**config.mk**
```make
export PLATFORM = sky130hd
export DESIGN_NAME = pi_regulator_setpoint_filter_top
export DESIGN_NICKNAME = d
export VERILOG_FILES = /design/src/design/prsf_pkg.sv /design/src/design/pi_regulator_setpoint_filter_top.sv
export SDC_FILE = /design/constraint.sdc
export NUM_CORES = 2
export LEC_CHECK = 0
export BUFFER_PORTS_ARGS = -buffer_cell sky130_fd_sc_hd__buf_2
export CAP_MARGIN = 40
export CORE_UTILIZATION = 55
export DETAILED_ROUTE_END_ITERATION = 6
export PLACE_DENSITY = 0.78
export SETUP_SLACK_MARGIN = 0.05
export SLEW_MARGIN = 30
export SYNTH_ARGS = -nofsm -noshare
export SYNTH_HDL_FRONTEND = slang
export SYNTH_SLANG_ARGS = --single-unit
```
**constraint.sdc**
```tcl
create_clock -name clk_i -period 18.5 [get_ports clk_i]
set_clock_uncertainty 0.2 [all_clocks]
set_input_delay 0 -clock clk_i [delete_from_list [all_inputs] [get_ports clk_i]]
set_output_delay 0 -clock clk_i [all_outputs]
set_load 0.02 [all_outputs]
```
**src/design/prsf_pkg.sv**
```systemverilog
// Shared types for the PI regulator with setpoint filter: request payloads,
// microcode word layout and the control store.
// No dependencies.
`default_nettype none

package prsf_pkg;

  // Request payloads
  typedef struct packed {
    logic signed [31:0] target;
    logic signed [31:0] measure;
  } prsf_in_t;

  typedef struct packed {
    logic signed [31:0] control;
    logic               integrator_frozen;
  } prsf_out_t;

  // Configuration register indexes
  localparam int unsigned CfgIdxW = 3;
  localparam logic [CfgIdxW-1:0] REG_PROP_GAIN  = 3'd0;
  localparam logic [CfgIdxW-1:0] REG_INT_GAIN   = 3'd1;
  localparam logic [CfgIdxW-1:0] REG_FF_GAIN    = 3'd2;
  localparam logic [CfgIdxW-1:0] REG_ALPHA      = 3'd3;
  localparam logic [CfgIdxW-1:0] REG_OUT_MIN    = 3'd4;
  localparam logic [CfgIdxW-1:0] REG_OUT_MAX    = 3'd5;

  // Sequencer
  localparam int unsigned StepW = 4;
  localparam logic [StepW-1:0] STEP_IDLE = 4'd0;
  localparam logic [StepW-1:0] STEP_LAST = 4'd8;

  typedef enum logic [1:0] {
    MUL_FILT = 2'd0,
    MUL_FF   = 2'd1,
    MUL_P    = 2'd2,
    MUL_I    = 2'd3
  } mul_sel_e;

  typedef enum logic [1:0] {
    COND_ALWAYS  = 2'd0,
    COND_IN      = 2'd1,
    COND_OUT     = 2'd2,
    COND_NEVER   = 2'd3
  } cond_e;

  typedef struct packed {
    mul_sel_e         mul_sel;
    cond_e            cond;     // hold the step until this holds
    logic             jump;     // take target instead of step + 1
    logic [StepW-1:0] target;
    logic             ld_in;
    logic             ld_fs;
    logic             ld_err_ff;
    logic             ld_p;
    logic             ld_frz;
    logic             ld_int;
    logic             ld_out;
  } uc_word_t;

  localparam uc_word_t UC_NOP = '{
    mul_sel: MUL_FILT, cond: COND_ALWAYS, jump: 1'b1, target: STEP_IDLE,
    ld_in: 1'b0, ld_fs: 1'b0, ld_err_ff: 1'b0, ld_p: 1'b0,
    ld_frz: 1'b0, ld_int: 1'b0, ld_out: 1'b0};

  // Control store: one word per step
  function automatic uc_word_t uc_rom(input logic [StepW-1:0] step);
    uc_word_t w;
    w = UC_NOP;
    w.jump = 1'b0;
    case (step)
      4'd0: begin
        w.cond  = COND_IN;
        w.ld_in = 1'b1;
      end
      4'd1: w.mul_sel = MUL_FILT;
      4'd2: begin
        w.ld_fs   = 1'b1;
        w.mul_sel = MUL_FF;
      end
      4'd3: w.ld_err_ff = 1'b1;
      4'd4: w.mul_sel = MUL_P;
      4'd5: begin
        w.ld_p    = 1'b1;
        w.mul_sel = MUL_I;
      end
      4'd6: w.ld_frz = 1'b1;
      4'd7: w.ld_int = 1'b1;
      4'd8: begin
        w.cond   = COND_OUT;
        w.ld_out = 1'b1;
        w.jump   = 1'b1;
        w.target = STEP_IDLE;
      end
      default: w = UC_NOP;
    endcase
    return w;
  endfunction

endpackage

`default_nettype wire

```
**src/design/pi_regulator_setpoint_filter_top.sv**
```systemverilog
// PI regulator with setpoint low-pass, feedforward and clamping anti-windup.
// Depends on prsf_pkg for payload types and the microcode store.
`default_nettype none

// One request runs from acceptance to a result in the output register
// through the nine-step microcode program that shares one signed
// 33x33 multiplier across the filter, feedforward, P and I products. A new
// request is taken only at step 0, so the next one is accepted only after the
// previous result has entered the output register; a stalled result holds the
// sequencer at its last step. Math is Q16.16 data with Q8.24 gains; the
// integrator is 48 bits, and the first request after reset loads the
// setpoint filter with the target. Configuration writes are always taken
// and apply at once, so issue them only while the block is idle.
module pi_regulator_setpoint_filter_top (
  input  wire logic                          clk_i,
  input  wire logic                          rst_ni,
  input  wire logic                          in_valid_i,
  output      logic                          in_ready_o,
  input  wire prsf_pkg::prsf_in_t            in_data_i,
  output      logic                          out_valid_o,
  input  wire logic                          out_ready_i,
  output      prsf_pkg::prsf_out_t           out_data_o,
  input  wire logic                          cfg_valid_i,
  output      logic                          cfg_ready_o,
  input  wire logic [prsf_pkg::CfgIdxW-1:0]  cfg_index_i,
  input  wire logic [31:0]                   cfg_data_i
);
  import prsf_pkg::*;

  // Configuration registers
  logic signed [31:0] kp_q, ki_q, kf_q, omin_q, omax_q;
  logic        [16:0] alpha_q;

  // Sequencer
  logic [StepW-1:0] step_q, step_d;
  uc_word_t         uc;
  logic             cond_ok;

  // Datapath
  prsf_in_t           in_q;
  logic signed [31:0] fs_q, fs_d;
  logic               primed_q;
  logic signed [31:0] err_q, err_d;
  logic signed [39:0] ff_q, p_q, inc_q, g40;
  logic signed [47:0] integ_q, integ_d;
  logic               frz_q, frz_d;
  logic signed [32:0] mul_a, mul_b;
  logic signed [65:0] mul_full;
  logic signed [63:0] prod_q, prod_rnd, acc;
  logic        [16:0] alpha_eff;
  logic signed [32:0] err_diff;
  logic signed [49:0] pre, ctl_sum;
  logic signed [48:0] integ_sum;
  logic signed [31:0] ctl;
  logic               out_valid_q, out_free;
  prsf_out_t          out_q;

  assign cfg_ready_o = 1'b1;

  always_ff @(posedge clk_i or negedge rst_ni) begin
    if (!rst_ni) begin
      kp_q    <= 32'sd16777216;
      ki_q    <= '0;
      kf_q    <= '0;
      alpha_q <= 17'h10000;
      omin_q  <= 32'sh8000_0000;
      omax_q  <= 32'sh7fff_ffff;
    end else if (cfg_valid_i) begin
      case (cfg_index_i)
        REG_PROP_GAIN: kp_q    <= cfg_data_i;
        REG_INT_GAIN:  ki_q    <= cfg_data_i;
        REG_FF_GAIN:   kf_q    <= cfg_data_i;
        REG_ALPHA:     alpha_q <= cfg_data_i[16:0];
        REG_OUT_MIN:   omin_q  <= cfg_data_i;
        REG_OUT_MAX:   omax_q  <= cfg_data_i;
        default: ;
      endcase
    end
  end

  // Microcode fetch and step advance
  assign uc       = uc_rom(step_q);
  assign out_free = !out_valid_q || out_ready_i;

  always_comb begin
    case (uc.cond)
      COND_ALWAYS: cond_ok = 1'b1;
      COND_IN:     cond_ok = in_valid_i;
      COND_OUT:    cond_ok = out_free;
      default:     cond_ok = 1'b0;
    endcase
    step_d = step_q;
    if (cond_ok) begin
      step_d = uc.jump ? uc.target : step_q + 1'b1;
    end
  end

  always_ff @(posedge clk_i or negedge rst_ni) begin
    if (!rst_ni) begin
      step_q <= STEP_IDLE;
    end else begin
      step_q <= step_d;
    end
  end

  assign in_ready_o = (uc.cond == COND_IN);

  // Shared multiplier, operand select
  assign alpha_eff = alpha_q[16] ? 17'h10000 : alpha_q;

  always_comb begin
    case (uc.mul_sel)
      MUL_FILT: begin
        mul_a = $signed({16'b0, alpha_eff});
        mul_b = 33'(in_q.target) - 33'(fs_q);
      end
      MUL_FF: begin
        mul_a = 33'(kf_q);
        mul_b = 33'(in_q.target);
      end
      MUL_P: begin
        mul_a = 33'(kp_q);
        mul_b = 33'(err_q);
      end
      MUL_I: begin
        mul_a = 33'(ki_q);
        mul_b = 33'(err_q);
      end
      default: begin
        mul_a = '0;
        mul_b = '0;
      end
    endcase
  end

  assign mul_full = mul_a * mul_b;

  // Gain products: round at bit 24
  assign prod_rnd = prod_q + 64'sd8388608;
  assign g40      = prod_rnd[63:24];

  // Filter: fs + alpha*(target - fs) rounded at bit 16; target if unprimed
  assign acc = {{16{fs_q[31]}}, fs_q, 16'b0} + prod_q + 64'sd32768;

  always_comb begin
    fs_d = (alpha_q[16] || !primed_q) ? in_q.target : acc[47:16];
  end

  // Error, saturated to 32 bits
  assign err_diff = 33'(fs_q) - 33'(in_q.measure);

  always_comb begin
    if (err_diff[32] != err_diff[31]) begin
      err_d = err_diff[32] ? 32'sh8000_0000 : 32'sh7fff_ffff;
    end else begin
      err_d = err_diff[31:0];
    end
  end

  // Limit test on the sum ahead of the integrator update
  assign pre = 50'(p_q) + 50'(integ_q) + 50'(ff_q);

  always_comb begin
    frz_d = (omax_q <= omin_q)
         || (pre >= 50'(omax_q) && err_q > 32'sd0)
         || (pre <= 50'(omin_q) && err_q < 32'sd0);
  end

  // Integrator, saturated to 48 bits
  assign integ_sum = 49'(integ_q) + 49'(inc_q);

  always_comb begin
    if (integ_sum[48] != integ_sum[47]) begin
      integ_d = integ_sum[48] ? {1'b1, 47'b0} : {1'b0, {47{1'b1}}};
    end else begin
      integ_d = integ_sum[47:0];
    end
  end

  // Control sum, saturated to 32 bits
  assign ctl_sum = 50'(p_q) + 50'(integ_q) + 50'(ff_q);

  always_comb begin
    if (ctl_sum > 50'sh7fff_ffff) begin
      ctl = 32'sh7fff_ffff;
    end else if (ctl_sum < -50'sh8000_0000) begin
      ctl = 32'sh8000_0000;
    end else begin
      ctl = ctl_sum[31:0];
    end
  end

  // Payload registers
  always_ff @(posedge clk_i) begin
    prod_q <= mul_full[63:0];
    if (uc.ld_in && in_valid_i) begin
      in_q <= in_data_i;
    end
    if (uc.ld_err_ff) begin
      err_q <= err_d;
      ff_q  <= g40;
    end
    if (uc.ld_p) begin
      p_q <= g40;
    end
    if (uc.ld_frz) begin
      inc_q <= g40;
    end
    if (uc.ld_out && out_free) begin
      out_q.control           <= ctl;
      out_q.integrator_frozen <= frz_q;
    end
  end

  // Loop state
  always_ff @(posedge clk_i or negedge rst_ni) begin
    if (!rst_ni) begin
      fs_q     <= '0;
      primed_q <= 1'b0;
      integ_q  <= '0;
      frz_q    <= 1'b0;
    end else begin
      if (uc.ld_fs) begin
        fs_q     <= fs_d;
        primed_q <= 1'b1;
      end
      if (uc.ld_frz) begin
        frz_q <= frz_d;
      end
      if (uc.ld_int && !frz_q) begin
        integ_q <= integ_d;
      end
    end
  end

  always_ff @(posedge clk_i or negedge rst_ni) begin
    if (!rst_ni) begin
      out_valid_q <= 1'b0;
    end else if (uc.ld_out && out_free) begin
      out_valid_q <= 1'b1;
    end else if (out_ready_i) begin
      out_valid_q <= 1'b0;
    end
  end

  assign out_valid_o = out_valid_q;
  assign out_data_o  = out_q;

  // Checks
  a_one_request_in_flight: assert property (@(posedge clk_i) disable iff (!rst_ni)
    (in_valid_i && in_ready_o) |=> !in_ready_o)
    else $error("request accepted while the sequencer was not idle");

  a_result_from_last_step: assert property (@(posedge clk_i) disable iff (!rst_ni)
    $rose(out_valid_q) |-> $past(step_q) == STEP_LAST)
    else $error("result loaded outside the last step");

  a_frozen_holds_integral: assert property (@(posedge clk_i) disable iff (!rst_ni)
    (uc.ld_int && frz_q) |=> $stable(integ_q))
    else $error("integrator moved while frozen");

  a_bad_limits_freeze: assert property (@(posedge clk_i) disable iff (!rst_ni)
    (uc.ld_frz && omax_q <= omin_q) |=> frz_q)
    else $error("integrator not frozen with invalid limits");

endmodule

`default_nettype wire
```
==> reports/qor.csv <==
stage;metric;value;unit
drt;drt_pass1_iterations;6;
floorplan;dieArea;131000;sq um
grt;busiest_layer;met2;
drt;drt_iter0_markers;5531;
timing;max_freq;84.6;MHz
yosys;ys_seq_area_share;21.2;%
critical_path;critical_path.slowest_cell;a311oi_1;
clock_tree;cts_max_level;2;
yosys;yosys.area.top_type_share;32.5;%
yosys;yosys.area.top_type;fa_1;
clock_tree;clkLatencyLatePin;0.69;ns
cells_and_area;multi_input_area;50600;sq um
floorplan;coreArea;128000;sq um
yosys;ys_seq_elements;562;
cells_and_area;finalNonFillerCells;9417;
critical_path;rr_startpoint;in_q[32]$_DFFE_PP_;
grt;use_met3;9.06;%
timing;drv_slew;0;
timing;max_slew_margin;28.6;%
grt;grt_pass1_wl;344000;um
yosys;synth_fa_ha_area_share;42.0;%
hold_path;hp-class;input pin to flop;
critical_path;r2r_cells;38;
yosys;synth-compound-area-share;10.7;%
drt;vias;56400;
yosys;syn-num-nets;9166;
floorplan;die_h;362;um
yosys;synth_xor_area_share;3.25;%
yosys;syn_inst;7370;
critical_path;cpMostUsedCell;fa_1;
critical_path;crit_end;prod_q[60]$_DFF_P_;
cells_and_area;nets;9427;
critical_path;cp.required;18.87;ns
clock_tree;cts_buffer_depth;3;
yosys;syn_area;71300;sq um
place;dpl.hpwl;175000;um
grt;grt_use_met1;44.4;%
floorplan;rows;131;
yosys;ys_top_cells_by_area;fa_1, edfxtp_1, ha_1;
cells_and_area;fill_cells;10200;
clock_tree;tritoncts;yes;
cells_and_area;drive_gt1_share;8.89;%
floorplan;io_pins;140;
place;placedCellCount;9100;
clock_tree;postCtsSetupBuffers;0;
timing;fin_crit;11.82;ns
place;portBuffers;138;
yosys;yosysMostFrequentCell;inv_1;
outcome;outcome;complete, no violations;
grt;grt_util_all_layers;34.6;%
drt;via_per_inst;5.98;
yosys;avgSynthCellArea;9.67;sq um
clock_tree;clkTransAtPathRegs;0.07;ns
grt;antenna_found_initial;14;
critical_path;worstPathArrival;12.19;ns
yosys;synth_mux_area_share;2.37;%
critical_path;r2r_slack;6.68;ns
cells_and_area;area_delta_synth_final;10.3;%
grt;grt_remaining_overflow;0;
place;place_congestion;1.01;
yosys;yosys_warnings;0;
clock_tree;cts-root-buf;clkbuf_16;
timing;fin_setup_tns;0;ns
critical_path;endpoint_kind;flop;
critical_path;rr_endpoint;prod_q[60]$_DFF_P_;
yosys;synth_top_family_by_area;adder cells;
grt;grt_max_degree;81;
critical_path;cp_max_fo;26;
yosys;synthSimpleGateAreaFrac;12.1;%
timing;rsz0062_at_grt;no;
critical_path;slowest_delay;0.61;ns
critical_path;crit_start;in_q[32]$_DFFE_PP_;
yosys;synth_commonest_cells;inv_1, fa_1, nand2_1;
floorplan;start_util;55.7;%
drt;ant_nets;0;
critical_path;crit_path_start_kind;flop;
yosys;synth-edff-count;249;
timing;tightest_slew;1.07;ns
clock_tree;cts_buffers;58;
timing;setup_violations;0;
job;drv_cap;0;
yosys;synthArstFlopShare;47.0;%
clock_tree;clock-sinks;562;
timing;fin_crit_sh;63.9;%
drt;wl;224000;um
grt;grt_pass1_vias;58800;
timing;finalHoldViolCount;0;
critical_path;worstSetupPathType;flop to flop;
yosys;synth_flop_cell;edfxtp_1;
floorplan;die_x;362;um
cells_and_area;regArea;15100;sq um
drt;wl_per_cell;23.8;um
grt;grtUsageMet2;53.9;%
drt;post-route-drc-count;0;
yosys;synth_cell_types;105;
## metal layers
layer  routed length [um]  share of wire (%)
met2                99800                 45
met4                14100                6.3
met1                83900                 37
met3                26100                 12
met5                   57              0.025
## layout by cell type, fill, tap and decap left out, types with 35 or more instances in the layout
cell	instances
a211oi_1	35
a21o_1	175
a21oi_1	290
and2_1	69
and3_1	54
buf_2	142
buf_4	119
clkbuf_16	60
dfrtp_1	230
dfxtp_1	49
dlygate4sd3_1	186
edfxtp_1	249
fa_1	1157
ha_1	535
inv_1	1298
mux2_2	147
nand2_1	1007
nand2b_1	49
nand3_1	77
nand4_1	69
nor2_1	438
nor2b_1	46
nor3_1	66
o21a_1	46
o21ai_0	196
o21ai_1	42
o21ai_2	37
xnor2_1	174
xor2_1	86
## cell families (layout without fill, tap and decap cells)
family                     after synthesis  in the layout
AOI/OAI and AO/OA                     1151           1151
xor gates and xnor gates               262            262
adders and majority gates             1702           1702
buffers and inverters                 1569           1880
DFF                                    562            562
muxes                                  150            150
other                                    1              8
and+or+nand+nor                       1973           1973
## registers in the layout (all words and copies together) (netlist names)
register     count
kp_q            32
out_data_o      33
omax_q          32
primed_q         1
fs_q            32
integ_q         48
in_q            64
step_q           4
ki_q            32
out_valid_o      1
alpha_q         17
inc_q           40
err_q           32
frz_q            1
omin_q          32
kf_q            32
p_q             40
ff_q            40
prod_q          49
## how the worst min path moves through the flow
stage                  start                      to  cells after the start
4_1_cts        cfg_data_i[3]   omin_q[3]$_DFFE_PN0P_                      4
3_5_place_dp          rst_ni  omin_q[21]$_DFFE_PN0P_                      1
2_1_floorplan         rst_ni  alpha_q[0]$_DFFE_PN0P_                      0
3_3_place_gp          rst_ni  omin_q[20]$_DFFE_PN0P_                      1
5_1_grt        cfg_data_i[1]  alpha_q[1]$_DFFE_PN0P_                      3
6_report       cfg_data_i[1]     ki_q[1]$_DFFE_PN0P_                      3
## critical path, delay by kind of cell (launching register included)
kind | cells | cell delay, ns
flops | 1 | 0.39
simple gates | 6 | 1.01
xor+xnor | 1 | 0.15
buf+inv | 6 | 1.13
fa+ha+maj | 11 | 4.86
compound gates | 14 | 3.95
## what timing repair did
item                                   4_1_cts  5_1_grt
hold buffers                               187        0
endpoints found under the hold margin      472        0
setup endpoints to repair                    0        0
resized for setup                            0        0
## final cells by class
class | instances | share of cell area [%]
diodes | 7 | 0.0223
clock buffers | 71 | 2.04
clock inverters | 39 | 0.628
inverters | 1300 | 6.20
multi-input cells | 5239 | 64.3
flip-flops and latches | 562 | 19.2
well taps | 1729 | 2.75
repair buffers | 470 | 4.86
## through the flow
stage               area (sq um)  worst slack, ns  hold WS, ns  utilization [%]
floorplan                  71300             8.12       -0.496                -
global placement           74200             6.69       -0.245             58.0
detailed placement         74500             6.88       -0.230             58.2
CTS                        78500             6.76      0.00825             61.3
global route               78600             6.38       0.0319             61.4
finish                     78700             6.68       0.0304             61.4
Power is left out: the tool's default activity adds up to more than one toggle a clock period on the data nets, which glitch-free logic cannot reach.
